[config.mk]
export PLATFORM = sky130hd
export DESIGN_NAME = fca_ctrl
export DESIGN_NICKNAME = d
export VERILOG_FILES = /design/src/hdl/fca_pkg.sv /design/src/hdl/fca_ctrl.sv
export SDC_FILE = /design/constraint.sdc
export NUM_CORES = 1
export LEC_CHECK = 0
export ABC_CLOCK_PERIOD_IN_PS = 3100
export BUFFER_PORTS_ARGS = -buffer_cell sky130_fd_sc_hd__buf_4
export CAP_MARGIN = 20
export CORE_MARGIN = 1
export CORE_UTILIZATION = 50
export DETAILED_ROUTE_END_ITERATION = 10
export PLACE_DENSITY = 0.79
export SLEW_MARGIN = 10
export SYNTH_ARGS = -nofsm -noshare
export SYNTH_HDL_FRONTEND = slang
export SYNTH_SLANG_ARGS = --single-unit
[constraint.sdc]
create_clock -name clock -period 3.1 [get_ports clock]
set_input_delay 0.62 -clock clock [delete_from_list [all_inputs] [get_ports clock]]
set_output_delay 0.62 -clock clock [all_outputs]
set_load 0.05 [all_outputs]
[src/hdl/fca_pkg.sv]
// ----------------------------------------------------------------------------
// fca_pkg
// Shared types and constants of the block allocation table: command codes,
// result status codes, controller states and the command and status bundles
// that join the controller to the datapath.
// ----------------------------------------------------------------------------
package fca_pkg;

   // Field widths of one transaction on either stream.
   localparam int OP_W       = 3;
   localparam int BLOCK_W    = 12;
   localparam int STATUS_W   = 2;
   localparam int REQ_DATA_W = 16;
   localparam int RSP_DATA_W = 16;

   // Command codes carried in the request.
   typedef enum logic [OP_W-1:0] {
      OP_BEGIN  = 3'd0,
      OP_EXTEND = 3'd1,
      OP_FINISH = 3'd2,
      OP_FREE   = 3'd3,
      OP_NEXT   = 3'd4,
      OP_FORMAT = 3'd5
   } op_type;

   // Status codes carried in the response.
   typedef enum logic [STATUS_W-1:0] {
      ST_OK       = 2'd0,
      ST_FULL     = 2'd1,
      ST_BAD      = 2'd2,
      ST_NO_CHAIN = 2'd3
   } status_type;

   // Source of the block field of a response.
   typedef enum logic [2:0] {
      RES_ZERO      = 3'd0,
      RES_CUR       = 3'd1,
      RES_TAIL      = 3'd2,
      RES_COUNT     = 3'd3,
      RES_COUNT_INC = 3'd4,
      RES_LINK      = 3'd5
   } res_sel_type;

   // Controller states.
   typedef enum logic [3:0] {
      S_CLEAR,
      S_IDLE,
      S_SCAN_RD,
      S_SCAN_CK,
      S_WR_END,
      S_WALK_RD,
      S_WALK_CK,
      S_NEXT_RD,
      S_NEXT_CK,
      S_RESP
   } state_type;

   // Commands from the controller to the datapath, one cycle each.
   typedef struct packed {
      logic        clr_start;     // restart the clearing sweep at entry 0
      logic        clr_step;      // write one clearing entry and advance
      logic        cur_one;       // cursor <= 1
      logic        cur_tail_inc;  // cursor <= tail + 1
      logic        cur_blk;       // cursor <= requested block
      logic        cur_inc;       // cursor <= cursor + 1
      logic        cur_link;      // cursor <= link just read
      logic        wr_tail_link;  // table[tail] <= cursor
      logic        wr_tail_end;   // table[tail] <= end marker
      logic        wr_cur_end;    // table[cursor] <= end marker
      logic        wr_cur_free;   // table[cursor] <= free, count one more
      logic        set_tail_open; // tail <= cursor, chain open
      logic        drop_open;     // chain closed
      logic        reset_chain;   // tail <= 0, chain closed
      logic        count_clr;     // freed count <= 0
      logic        res_load;      // capture a response
      res_sel_type res_sel;
      logic        res_end;
      status_type  res_st;
      logic        out_load;      // move the response to the output register
   } cmd_type;

   // Status from the datapath to the controller.
   typedef struct packed {
      logic rd_free;     // entry read is free
      logic rd_end;      // entry read is the end marker
      logic cur_last;    // cursor is the highest block
      logic tail_last;   // tail is the highest block
      logic chain_open;  // a chain is open
      logic blk_bad;     // requested block is zero or out of range
      logic clr_last;    // clearing sweep is at the highest block
      logic out_ready;   // output register can take a response
   } sts_type;

endpackage

[src/hdl/fca_ctrl.sv]
// ----------------------------------------------------------------------------
// fca_ctrl
// Sequencer of the allocation table: accepts one command, steps the datapath
// through table scans, chain walks and clearing sweeps, then hands the
// response to the output register.
// ----------------------------------------------------------------------------
module fca_ctrl
   import fca_pkg::*;
(
   input  logic               clock,
   input  logic               reset,
   input  logic               req_tvalid,
   output logic               req_tready,
   input  logic [OP_W-1:0]    req_op,
   input  sts_type            sts,
   output cmd_type            cmd
);

   state_type state_ff, state_in;
   op_type    op_ff, op_in;
   logic      pending_ff, pending_in;  // a format response follows the sweep
   logic      first_ff, first_in;      // first entry of a free walk
   logic      accept;

   assign req_tready = (state_ff == S_IDLE);
   assign accept     = req_tvalid && req_tready;

   // State and control registers.
   always_ff @(posedge clock) begin
      if (reset) begin
         state_ff   <= S_CLEAR;
         op_ff      <= OP_BEGIN;
         pending_ff <= 1'b0;
         first_ff   <= 1'b0;
      end else begin
         state_ff   <= state_in;
         op_ff      <= op_in;
         pending_ff <= pending_in;
         first_ff   <= first_in;
      end
   end

   // Next state and datapath commands.
   always_comb begin
      state_in   = state_ff;
      op_in      = op_ff;
      pending_in = pending_ff;
      first_in   = first_ff;
      cmd        = '0;
      case (state_ff)
         S_CLEAR: begin
            cmd.clr_step = 1'b1;
            if (sts.clr_last) begin
               pending_in = 1'b0;
               state_in   = pending_ff ? S_RESP : S_IDLE;
            end
         end
         S_IDLE: begin
            if (accept) begin
               op_in = op_type'(req_op);
               case (req_op)
                  OP_BEGIN: begin
                     cmd.cur_one = 1'b1;
                     state_in    = S_SCAN_RD;
                  end
                  OP_EXTEND: begin
                     if (!sts.chain_open) begin
                        cmd.res_load = 1'b1;
                        cmd.res_st   = ST_NO_CHAIN;
                        state_in     = S_RESP;
                     end else if (sts.tail_last) begin
                        cmd.wr_tail_end = 1'b1;
                        cmd.drop_open   = 1'b1;
                        cmd.res_load    = 1'b1;
                        cmd.res_st      = ST_FULL;
                        state_in        = S_RESP;
                     end else begin
                        cmd.cur_tail_inc = 1'b1;
                        state_in         = S_SCAN_RD;
                     end
                  end
                  OP_FINISH: begin
                     cmd.res_load = 1'b1;
                     if (!sts.chain_open) begin
                        cmd.res_st = ST_NO_CHAIN;
                     end else begin
                        cmd.wr_tail_end = 1'b1;
                        cmd.drop_open   = 1'b1;
                        cmd.res_sel     = RES_TAIL;
                     end
                     state_in = S_RESP;
                  end
                  OP_FREE: begin
                     if (sts.blk_bad) begin
                        cmd.res_load = 1'b1;
                        cmd.res_st   = ST_BAD;
                        state_in     = S_RESP;
                     end else begin
                        cmd.cur_blk   = 1'b1;
                        cmd.count_clr = 1'b1;
                        first_in      = 1'b1;
                        state_in      = S_WALK_RD;
                     end
                  end
                  OP_NEXT: begin
                     if (sts.blk_bad) begin
                        cmd.res_load = 1'b1;
                        cmd.res_st   = ST_BAD;
                        state_in     = S_RESP;
                     end else begin
                        cmd.cur_blk = 1'b1;
                        state_in    = S_NEXT_RD;
                     end
                  end
                  OP_FORMAT: begin
                     cmd.clr_start   = 1'b1;
                     cmd.reset_chain = 1'b1;
                     cmd.res_load    = 1'b1;
                     pending_in      = 1'b1;
                     state_in        = S_CLEAR;
                  end
                  default: begin
                     cmd.res_load = 1'b1;
                     state_in     = S_RESP;
                  end
               endcase
            end
         end
         // The table read is issued here and checked in the next cycle.
         S_SCAN_RD: state_in = S_SCAN_CK;
         S_SCAN_CK: begin
            if (sts.rd_free) begin
               cmd.wr_tail_link = (op_ff == OP_EXTEND);
               state_in         = S_WR_END;
            end else if (sts.cur_last) begin
               cmd.wr_tail_end = (op_ff == OP_EXTEND);
               cmd.drop_open   = 1'b1;
               cmd.res_load    = 1'b1;
               cmd.res_st      = ST_FULL;
               state_in        = S_RESP;
            end else begin
               cmd.cur_inc = 1'b1;
               state_in    = S_SCAN_RD;
            end
         end
         S_WR_END: begin
            cmd.wr_cur_end    = 1'b1;
            cmd.set_tail_open = 1'b1;
            cmd.res_load      = 1'b1;
            cmd.res_sel       = RES_CUR;
            state_in          = S_RESP;
         end
         S_WALK_RD: state_in = S_WALK_CK;
         S_WALK_CK: begin
            first_in = 1'b0;
            if (sts.rd_free) begin
               cmd.res_load = 1'b1;
               cmd.res_sel  = RES_COUNT;
               cmd.res_st   = first_ff ? ST_BAD : ST_OK;
               state_in     = S_RESP;
            end else begin
               cmd.wr_cur_free = 1'b1;
               if (sts.rd_end) begin
                  cmd.res_load = 1'b1;
                  cmd.res_sel  = RES_COUNT_INC;
                  state_in     = S_RESP;
               end else begin
                  cmd.cur_link = 1'b1;
                  state_in     = S_WALK_RD;
               end
            end
         end
         S_NEXT_RD: state_in = S_NEXT_CK;
         S_NEXT_CK: begin
            cmd.res_load = 1'b1;
            if (sts.rd_free) begin
               cmd.res_st = ST_BAD;
            end else if (sts.rd_end) begin
               cmd.res_end = 1'b1;
            end else begin
               cmd.res_sel = RES_LINK;
            end
            state_in = S_RESP;
         end
         S_RESP: begin
            if (sts.out_ready) begin
               cmd.out_load = 1'b1;
               state_in     = S_IDLE;
            end
         end
         default: state_in = S_CLEAR;
      endcase
   end

endmodule

* Yosys cells after proc, flatten, opt, wreduce, memory -nomap -nowiden
Cells that the tools add are included.
Widths: inputs -> output; s select.
** Operators by class
- Multiplexer cells :: 86
- $add $sub $neg :: 0
- Multiply operators :: 0
- Reductions and logical operators :: 11
- Div/mod/pow operators :: 0
- Shifts and indexed selects :: 0
- Magnitude comparators :: 0
- Eq/ne operators :: 21
- Bitwise operators :: 0
** Operators with widths (number)
- $mux 4 :: 15
- $mux 1 :: 45
- $pmux 4 s9 :: 1
- $mux 2 :: 10
- $pmux 4 s5 :: 1
- $eq 4x3->1 const B :: 4
- $pmux 3 s4 :: 1
- $pmux 1 s2 :: 5
- $mux 3 :: 3
- $eq 4x2->1 const B :: 2
- $eq 4x4->1 const B :: 2
- $pmux 2 s4 :: 1
- $reduce_and 4->1 :: 2
- $mux 7 :: 1
- $eq 3x1->1 const B :: 2
- $eq 3x2->1 const B :: 2
- $eq 3x3->1 const B :: 2
- $ne 2x1->1 const B :: 3
- $ne 2x2->1 const B :: 3
- $pmux 2 s3 :: 1
- $eq 4x1->1 const B :: 1
- $logic_not 4->1 :: 1
- $pmux 1 s4 :: 1
- $reduce_bool 2->1 :: 2
- 6 further kinds :: 7
** Word-level totals
- Latch bits :: 0
- Register bits :: 9
- Logic and storage cells :: 122
- Memories :: 0
- Memory bits (read-only) :: 0
- Bits in writable memories :: 0

* Depth between registers and ports, before layout
Gate-level depths: netlist of run 1.
- Depth after elaboration :: 5
- Mapped depth :: 6
- Mapped depth without buffers :: 6

* Worst setup path after synthesis of run 1
No wires, ideal clock.
- Path type :: register -> output
- Start point :: register state_ff[1]
- End point :: output cmd[20] (netlist name)
- Buffers on the path :: 0
- Setup slack :: -125 ps
- Data arrival time :: 2605 ps
- Cell stages (with the launch flop) :: 6
- Cells stage by stage :: dfxtp_1 > nor2_1 > nand3b_1 > clkinv_1 > nand2_2 > nor4_1
** RTL lines
- from (decl) :: RTL line fca_ctrl.sv:19 : state_type state_ff, state_in;
- from (signal assigned) :: RTL line fca_ctrl.sv:36 : state_ff <= state_in;
- to (decl) :: RTL line fca_ctrl.sv:16 : output cmd_type cmd

==> metrics.yaml, run 1 <==
setup_path:
  worstPathArrival_ns: 2.04
  required_ns: 2.48
  critPathLaunchType: "register"
  r2r_slack_ns: 1.30
  end_kind: "primary output"
  path_max_fanout: 14
  crit_type: "register to primary output"
pwr:
  p_leak_nw: 0.536
  total_power_mw: 0.406
  cellPowerDensity_nw_per_um2: 326
  ir_worst_vdd_v: 0.000293
sta:
  setup_viol_count_final: 0
  final.min_clock_period_ns: 2.66
  tns_ns: 0
  max_freq_ghz: 0.376
  finalCritPeriodShare: 0.858
  final-hold-violation-count: 0
  final_max_slew_viol_count: 0
  skew_ns: 0.00214
  slew_headroom: 0.713
  worst_pin_slew_ns: 0.430
  rsz0062_at_grt: "no"
detailed_routing:
  drt_wl_total_mm: 2.61
  ant_nets: 0
  routedWlPerCell_um: 13.3
  vias_per_cell: 5.82
  drcViolationCount: 0
  drt_iter0_drc: 28
  vias: 1147
  drtPass1Iterations: 4
floorplan:
  num_rows: 15
  core_area_sq_um: 1760
  start_util: 0.543
  dieArea_sq_um: 2100
  fp.dieW_um: 45.8
  die_h_um: 45.8
  ioPinCount: 38
synthesis:
  synth_edf_count: 0
  ys_warn_count: 0
  synth_nets: 156
  syn-instance-count: 142
  synth-seq-area-share: 0.188
  synth_area_sq_um: 958
  yosys.area.top_type: "dfxtp_1"
  synth_cell_types: 47
  async_flop_share: 0
  synth_common_cells: "nor2_1, nand2_1, a21oi_1"
  synth.most_common_cell: "nor2_1"
  netlist_top_cells_area: "dfxtp_1, nor2_1, a21oi_1"
  ys.flop_type: "dfxtp_1"
  synth_seq_cells: 9
  syn_area_per_cell_sq_um: 6.75
  netlist.area_leader.share: 0.188
global_route:
  first_global_vias: 920
  grt_pass1_wl_mm: 4.00
  antenna_found_initial: 0
  grt_max_degree: 17
  overflow: 0
  grt_use_total: 0.264
min_path:
  hold_path.class: "register to register"
finish:
  layout-drive-gt1-share: 0.297
  nets: 187
  syn2layout_area_growth_pct: 29.9
  fillerInstances: 158
  num_antenna_cells: 0
cts:
  cts_tree: "done"
  cts.sinks: 9
  holdBufCountCts: 0
  clk_path_buf_depth: 2
  postCtsSetupBuffers: 0
  h-tree-depth: 1
  cts_made_buffers: 3
  cts-root-buf: "clkbuf_4"
  clock_latency_ns: 0.26
  clkTransAtPathRegs_ns: 0.06
  cts_resized: 0
job:
  max_cap_viol_count: 0
placement:
  hpwlAfterDp_mm: 2.01
  gp_congestion: 0.881
  port_buffers: 37
run_status:
  status: "completed"
==> power breakdown <==
part           switching (mW)  leakage, nW  internal (mW)
Combinational           0.112        0.448         0.0663
Clock                  0.0424       0.0150         0.0497
Sequential             0.0121       0.0733          0.123
==> cells in the final DEF, fill, tap and decap left out, drive strengths merged, types with 2 or more instances in the layout <==
cell    count
a211o       2
a21o        2
a21oi      12
a311oi      2
a31oi       2
buf        38
clkbuf      4
dfxtp       9
inv         4
nand2      16
nand2b      6
nand3       6
nand3b      3
nand4       2
nor2       19
nor2b       3
nor3        4
nor3b       3
nor4        2
nor4b       2
o211a       2
o21a        2
o21ai       6
o31ai       2
or2         2
or3b        2
==> kinds of logic (layout without fill, tap and decap cells) <==
logic type | after synthesis | in the layout | share of synthesized area
and+or+nand+nor | 77 | 77 | 0.445
AOI/OAI and AO/OA | 38 | 38 | 0.264
buffers and inverters | 17 | 47 | 0.0914
DFF | 9 | 9 | 0.188
muxes | 1 | 1 | 0.0117
==> cell type report <==
class                   instances  area, sq um  share of cell area
inverters                       5         18.8              0.0151
clock buffers                   4         26.3              0.0211
multi-input cells             116          703               0.565
flip-flops and latches          9          180               0.145
repair buffers                 38          285               0.229
well taps                      25         31.3              0.0251
==> worst max-delay path, stage by stage (launching register included) <==
cell,delay [ns]
dfxtp_1,0.57
nor2_1,0.16
nand3b_1,0.19
clkinv_1,0.23
nand4_1,0.23
a21o_1,0.12
o21ai_0,0.08
buf_4,0.20
==> metrics by stage <==
stage / utilization / setup WS, ns / hold WS [ns] / std cells / cell area (sq um)
2_1_floorplan: - / 0.0999 / 0.430 / 142 / 971
3_3_place_gp: 0.691 / 0.737 / 0.443 / 193 / 1220
3_5_place_dp: 0.691 / 0.733 / 0.447 / 193 / 1220
4_1_cts: 0.706 / 0.442 / 0.455 / 197 / 1240
5_1_grt: 0.706 / 0.267 / 0.470 / 197 / 1240
6_report: 0.706 / 0.439 / 0.456 / 197 / 1240
==> final timing paths <==
path | from | end | depth (start not counted)
min reg2reg | op_ff[2] | op_ff[2] | 2
max reg2reg | state_ff[1] | first_ff | 6
min | op_ff[2] | op_ff[2] | 2
max | state_ff[1] | cmd[14] | 7
==> state kept, by name, summed over array words and instances (netlist names) <==
register,count
op_ff,3
pending_ff,1
state_ff,4
first_ff,1
==> layer usage <==
metal,part of all wire,vias up,routed length (um),track usage
met1,0.44,508,1140,0.361
li1,-,573,-,-
met2,0.46,63,1210,0.414
met3,0.092,3,241,0.0556
met5,0,-,0,0
met4,0.0077,0,20,0.0765
(Power assumes the default switching activity.)
==> run 2, diff against run 1 <==
--- a/config.mk
+++ b/config.mk
@@ -9,9 +9,9 @@
 export BUFFER_PORTS_ARGS = -buffer_cell sky130_fd_sc_hd__buf_4
 export CAP_MARGIN = 20
 export CORE_MARGIN = 1
-export CORE_UTILIZATION = 50
+export CORE_UTILIZATION = 40
 export DETAILED_ROUTE_END_ITERATION = 10
-export PLACE_DENSITY = 0.79
+export PLACE_DENSITY = 0.65
 export SLEW_MARGIN = 10
 export SYNTH_ARGS = -nofsm -noshare
 export SYNTH_HDL_FRONTEND = slang
==> run 2 against run 1 <==
Against the previous run:
- register-to-register slack got worse by 0.04 ns
- sequential power about the same
- clock power decreased by 5.1%
- combinational power about the same
- die area increased by 24%
- hold slack improved by 0.0074 ns
- worst setup slack improved by 0.0015 ns
- routed wire length increased by 3.6%
==> metrics.yaml, run 2 (synthesized netlist as in run 1, its figures left out) <==
setup_path:
  required_ns: 2.48
  end_kind: "primary output"
  crit_type: "register to primary output"
  worstPathArrival_ns: 2.04
  critPathLaunchType: "register"
  path_max_fanout: 14
floorplan:
  start_util: 0.429
  ioPinCount: 38
  num_rows: 17
  dieArea_sq_um: 2600
  fp.dieW_um: 51.0
  die_h_um: 51.0
  core_area_sq_um: 2230
global_route:
  first_global_vias: 1002
  grt_use_total: 0.222
  grt_max_degree: 17
  antenna_found_initial: 0
  overflow: 0
  grt_pass1_wl_mm: 4.43
finish:
  num_antenna_cells: 0
  fin_cells: 200
  multi_input_area_sq_um: 703
  layout_common_cells: "buf_4, nor2_1, nand2_1, a21oi_1, dfxtp_1"
  final_common_cell: "buf_4"
  syn2layout_area_growth_pct: 30.3
  largest_register_ffs: 4
  layout-drive-gt1-share: 0.297
  largest_registers: "state_ff (4), op_ff (3)"
  seqCellArea_sq_um: 180
  nets: 187
  regMostFlops: "state_ff"
  fillerInstances: 227
placement:
  hpwlAfterDp_mm: 2.05
  dp.cells: 196
  port_buffers: 37
  gp_congestion: 0.864
cts:
  clock_latency_ns: 0.25
  cts_tree: "done"
  clkTransAtPathRegs_ns: 0.06
  cts.sinks: 9
  cts_made_buffers: 3
  holdBufCountCts: 0
  h-tree-depth: 1
  clk_path_buf_depth: 2
  postCtsSetupBuffers: 0
  cts_resized: 0
  cts-root-buf: "clkbuf_4"
detailed_routing:
  routedWlPerCell_um: 13.5
  ant_nets: 0
  drt_wl_total_mm: 2.71
  drtPass1Iterations: 4
  vias: 1116
  vias_per_cell: 5.58
  drt_iter0_drc: 52
  drcViolationCount: 0
pwr:
  cellPowerDensity_nw_per_um2: 322
  switching_share: 0.407
  seq_power_share: 0.336
  p_int_mw: 0.239
  p_clk_frac: 0.217
  comb_power_share: 0.447
  p_leak_nw: 0.536
  p_sw_mw: 0.164
  ir_worst_vdd_v: 0.000270
sta:
  rsz0062_at_grt: "no"
  final.min_clock_period_ns: 2.66
  slew_headroom: 0.709
  final_max_slew_viol_count: 0
  setup_viol_count_final: 0
  hold_ws_ns: 0.463
  tns_ns: 0
  worst_pin_slew_ns: 0.436
  max_freq_ghz: 0.376
  skew_ns: 0.000128
  final-hold-violation-count: 0
  finalCritPeriodShare: 0.858
job:
  max_cap_viol_count: 0
min_path:
  hold_path.class: "register to register"
run_status:
  status: "completed"
[run 2: cell counts in the layout (fill, tap and decap cells not counted)]
No cell type changed its count.
[run 2: critical path, cell delays in order, from the launching register on]
cell and delay, ns:
dfxtp_1 0.59, nor2_1 0.16, nand3b_1 0.19, clkinv_1 0.23, nand4_1 0.21, a21o_1 0.11
o21ai_0 0.08, buf_4 0.20
[run 2: area by class of cell]
class / count / area share
Tap cell: 28 / 0.0281
Timing Repair Buffer: 38 / 0.228
Inverter: 5 / 0.0150
Clock buffer: 4 / 0.0210
Sequential cell: 9 / 0.144
Multi-Input combinational cell: 116 / 0.563
[run 2: metal layers]
metal	track usage	share of wire	routed length, um	vias up
met2	0.353	0.44	1190	45
met4	0.0741	0.0052	14	0
met1	0.314	0.50	1350	495
li1	-	-	-	574
met5	0	0	0	-
met3	0.0119	0.055	150	2
[run 2: power by group through the flow]
stage               registers (mW)  clock network, mW  logic, mW
floorplan                    0.129                  0      0.136
global placement             0.138                  0      0.179
detailed placement           0.137                  0      0.178
CTS                          0.135             0.0915      0.179
global route                 0.137             0.0974      0.195
finish                       0.135             0.0874      0.180
[run 2: final timing paths]
path | depth (start not counted) | slack (ns) | end | start
worst max-delay path | 7 | 0.44 | cmd[14] | state_ff[1]
worst min-delay path | 2 | 0.46 | op_ff[1] | op_ff[1]
worst max register to register | 6 | 1.26 | first_ff | state_ff[1]
worst min register to register | 2 | 0.46 | op_ff[1] | op_ff[1]
[run 2: metrics by stage]
stage               area [sq um]  setup WS, ns  total power, mW   util
global placement            1220         0.729            0.316  0.547
global route                1250         0.287            0.429  0.559
floorplan                    971        0.0999            0.265      -
detailed placement          1220         0.728            0.315  0.547
CTS                         1250         0.474            0.406  0.559
finish                      1250         0.441            0.403  0.559
==> run 3, diff against run 2 <==
--- a/config.mk
+++ b/config.mk
@@ -11,7 +11,9 @@
 export CORE_MARGIN = 1
 export CORE_UTILIZATION = 40
 export DETAILED_ROUTE_END_ITERATION = 10
+export GPL_TIMING_DRIVEN = 0
 export PLACE_DENSITY = 0.65
+export REMOVE_ABC_BUFFERS = 1
 export SLEW_MARGIN = 10
 export SYNTH_ARGS = -nofsm -noshare
 export SYNTH_HDL_FRONTEND = slang
==> run 3 against run 2 <==
Against the previous run:
- hold slack hardly changed
- non-clock buffer count is 1 lower
- clock skew is 0.00080 ns higher
- routed wire length is 0.85% lower
- clock power is 4.5% higher
- core utilization is 0.90 points lower
- cell count is 0.50% lower
- critical endpoint is now cmd[20]
- largest cell class unchanged
- largest power group unchanged
==> metrics.yaml, run 3 (synthesized netlist as in run 1, its figures left out) <==
setup_path:
  critPathLaunchType: "register"
  path_max_fanout: 14
  required_ns: 2.48
  crit_type: "register to primary output"
  worstPathArrival_ns: 2.12
  end_kind: "primary output"
finish:
  layout_common_cells: "buf_4, nor2_1, nand2_1, a21oi_1, dfxtp_1"
  largest_register_ffs: 4
  layout-drive-gt1-share: 0.281
  final_common_cell: "buf_4"
  fillerInstances: 241
  syn2layout_area_growth_pct: 28.2
  fin_area_sq_um: 1230
  largest_registers: "state_ff (4), op_ff (3)"
  nets: 186
  num_antenna_cells: 0
  fin_util: 0.550
  regMostFlops: "state_ff"
min_path:
  hold_path.class: "register to register"
cts:
  h-tree-depth: 1
  clock_latency_ns: 0.26
  cts-root-buf: "clkbuf_4"
  holdBufCountCts: 0
  cts.sinks: 9
  postCtsSetupBuffers: 0
  cts_resized: 0
  clk_path_buf_depth: 2
  cts_tree: "done"
  clkTransAtPathRegs_ns: 0.06
  cts_made_buffers: 3
pwr:
  cellPowerDensity_nw_per_um2: 327
  ir_worst_vdd_v: 0.000251
  p_leak_nw: 0.529
detailed_routing:
  routedWlPerCell_um: 13.5
  drt_iter0_drc: 38
  drt_wl_total_mm: 2.69
  vias_per_cell: 5.77
  vias: 1148
  drcViolationCount: 0
  ant_nets: 0
  drtPass1Iterations: 4
global_route:
  use_met3: 0.0327
  first_global_vias: 997
  grt_use_total: 0.222
  grt_busiest_layer: "met2"
  grt_max_degree: 19
  grt_use_met1: 0.293
  met2_usage: 0.346
  antenna_found_initial: 0
  grt_pass1_wl_mm: 4.37
  overflow: 0
floorplan:
  num_rows: 17
  core_area_sq_um: 2230
  dieArea_sq_um: 2600
  fp.dieW_um: 51.0
  die_h_um: 51.0
  start_util: 0.429
  ioPinCount: 38
placement:
  gp_congestion: 0.802
  place_ws_ns: 0.678
  hpwlAfterDp_mm: 2.06
  port_buffers: 37
  placed_area_sq_um: 1200
sta:
  rsz0062_at_grt: "no"
  tns_ns: 0
  slew_headroom: 0.646
  final_max_slew_viol_count: 0
  setup_viol_count_final: 0
  setup_ws_ns: 0.359
  hold_ws_ns: 0.464
  finalCritPeriodShare: 0.884
  final-hold-violation-count: 0
  max_freq_ghz: 0.365
  final.min_clock_period_ns: 2.74
  worst_pin_slew_ns: 0.530
  skew_ns: 0.000928
run_status:
  status: "completed"
job:
  max_cap_viol_count: 0
==> run 3: changes by cell type in the layout (fill, tap and decap cells not counted), sizes merged <==
cell	before	now
buf	38	37
==> run 3: metrics by stage <==
| step | instances | total power [mW] |
|---|---|---|
| after global placement | 195 | 0.310 |
| final | 199 | 0.401 |
| after floorplan | 130 | 0.250 |
| after global routing | 199 | 0.427 |
| after detailed placement | 195 | 0.312 |
| after CTS | 199 | 0.405 |
==> run 3: area by class of cell <==
class                           count  area [sq um]  share of cell area
Multi-Input combinational cell    116           691               0.562
Clock buffer                        4          26.3              0.0214
Inverter                            5          18.8              0.0153
Timing Repair Buffer               37           278               0.226
Sequential cell                     9           180               0.147
Tap cell                           28          35.0              0.0285
==> run 3: power breakdown <==
part           internal, mW  switching [mW]  total (mW)
Clock                0.0497          0.0416      0.0913
Sequential            0.123          0.0153       0.138
Combinational        0.0641           0.108       0.172
==> run 3: worst paths after layout <==
| kind | start | to | slack (ns) | cells past startpoint |
|---|---|---|---|---|
| worst max register to register | state_ff[1] | first_ff | 1.23 | 6 |
| worst min register to register | op_ff[2] | op_ff[2] | 0.46 | 2 |
| worst max-delay path | state_ff[1] | cmd[20] | 0.36 | 6 |
| worst min-delay path | op_ff[2] | op_ff[2] | 0.46 | 2 |
==> run 3: worst max-delay path, stage by stage (launching register included) <==
cell      delay (ns)
dfxtp_1         0.44
nor2_1          0.28
nand3b_1        0.19
clkinv_1        0.21
nand2_2         0.16
nor4_1          0.29
buf_4           0.27
==> run 3: per-layer routing <==
metal	up-vias	share of wire
met1	515	0.45
met4	0	0.029
met3	9	0.066
met2	47	0.46
li1	577	-
met5	-	0
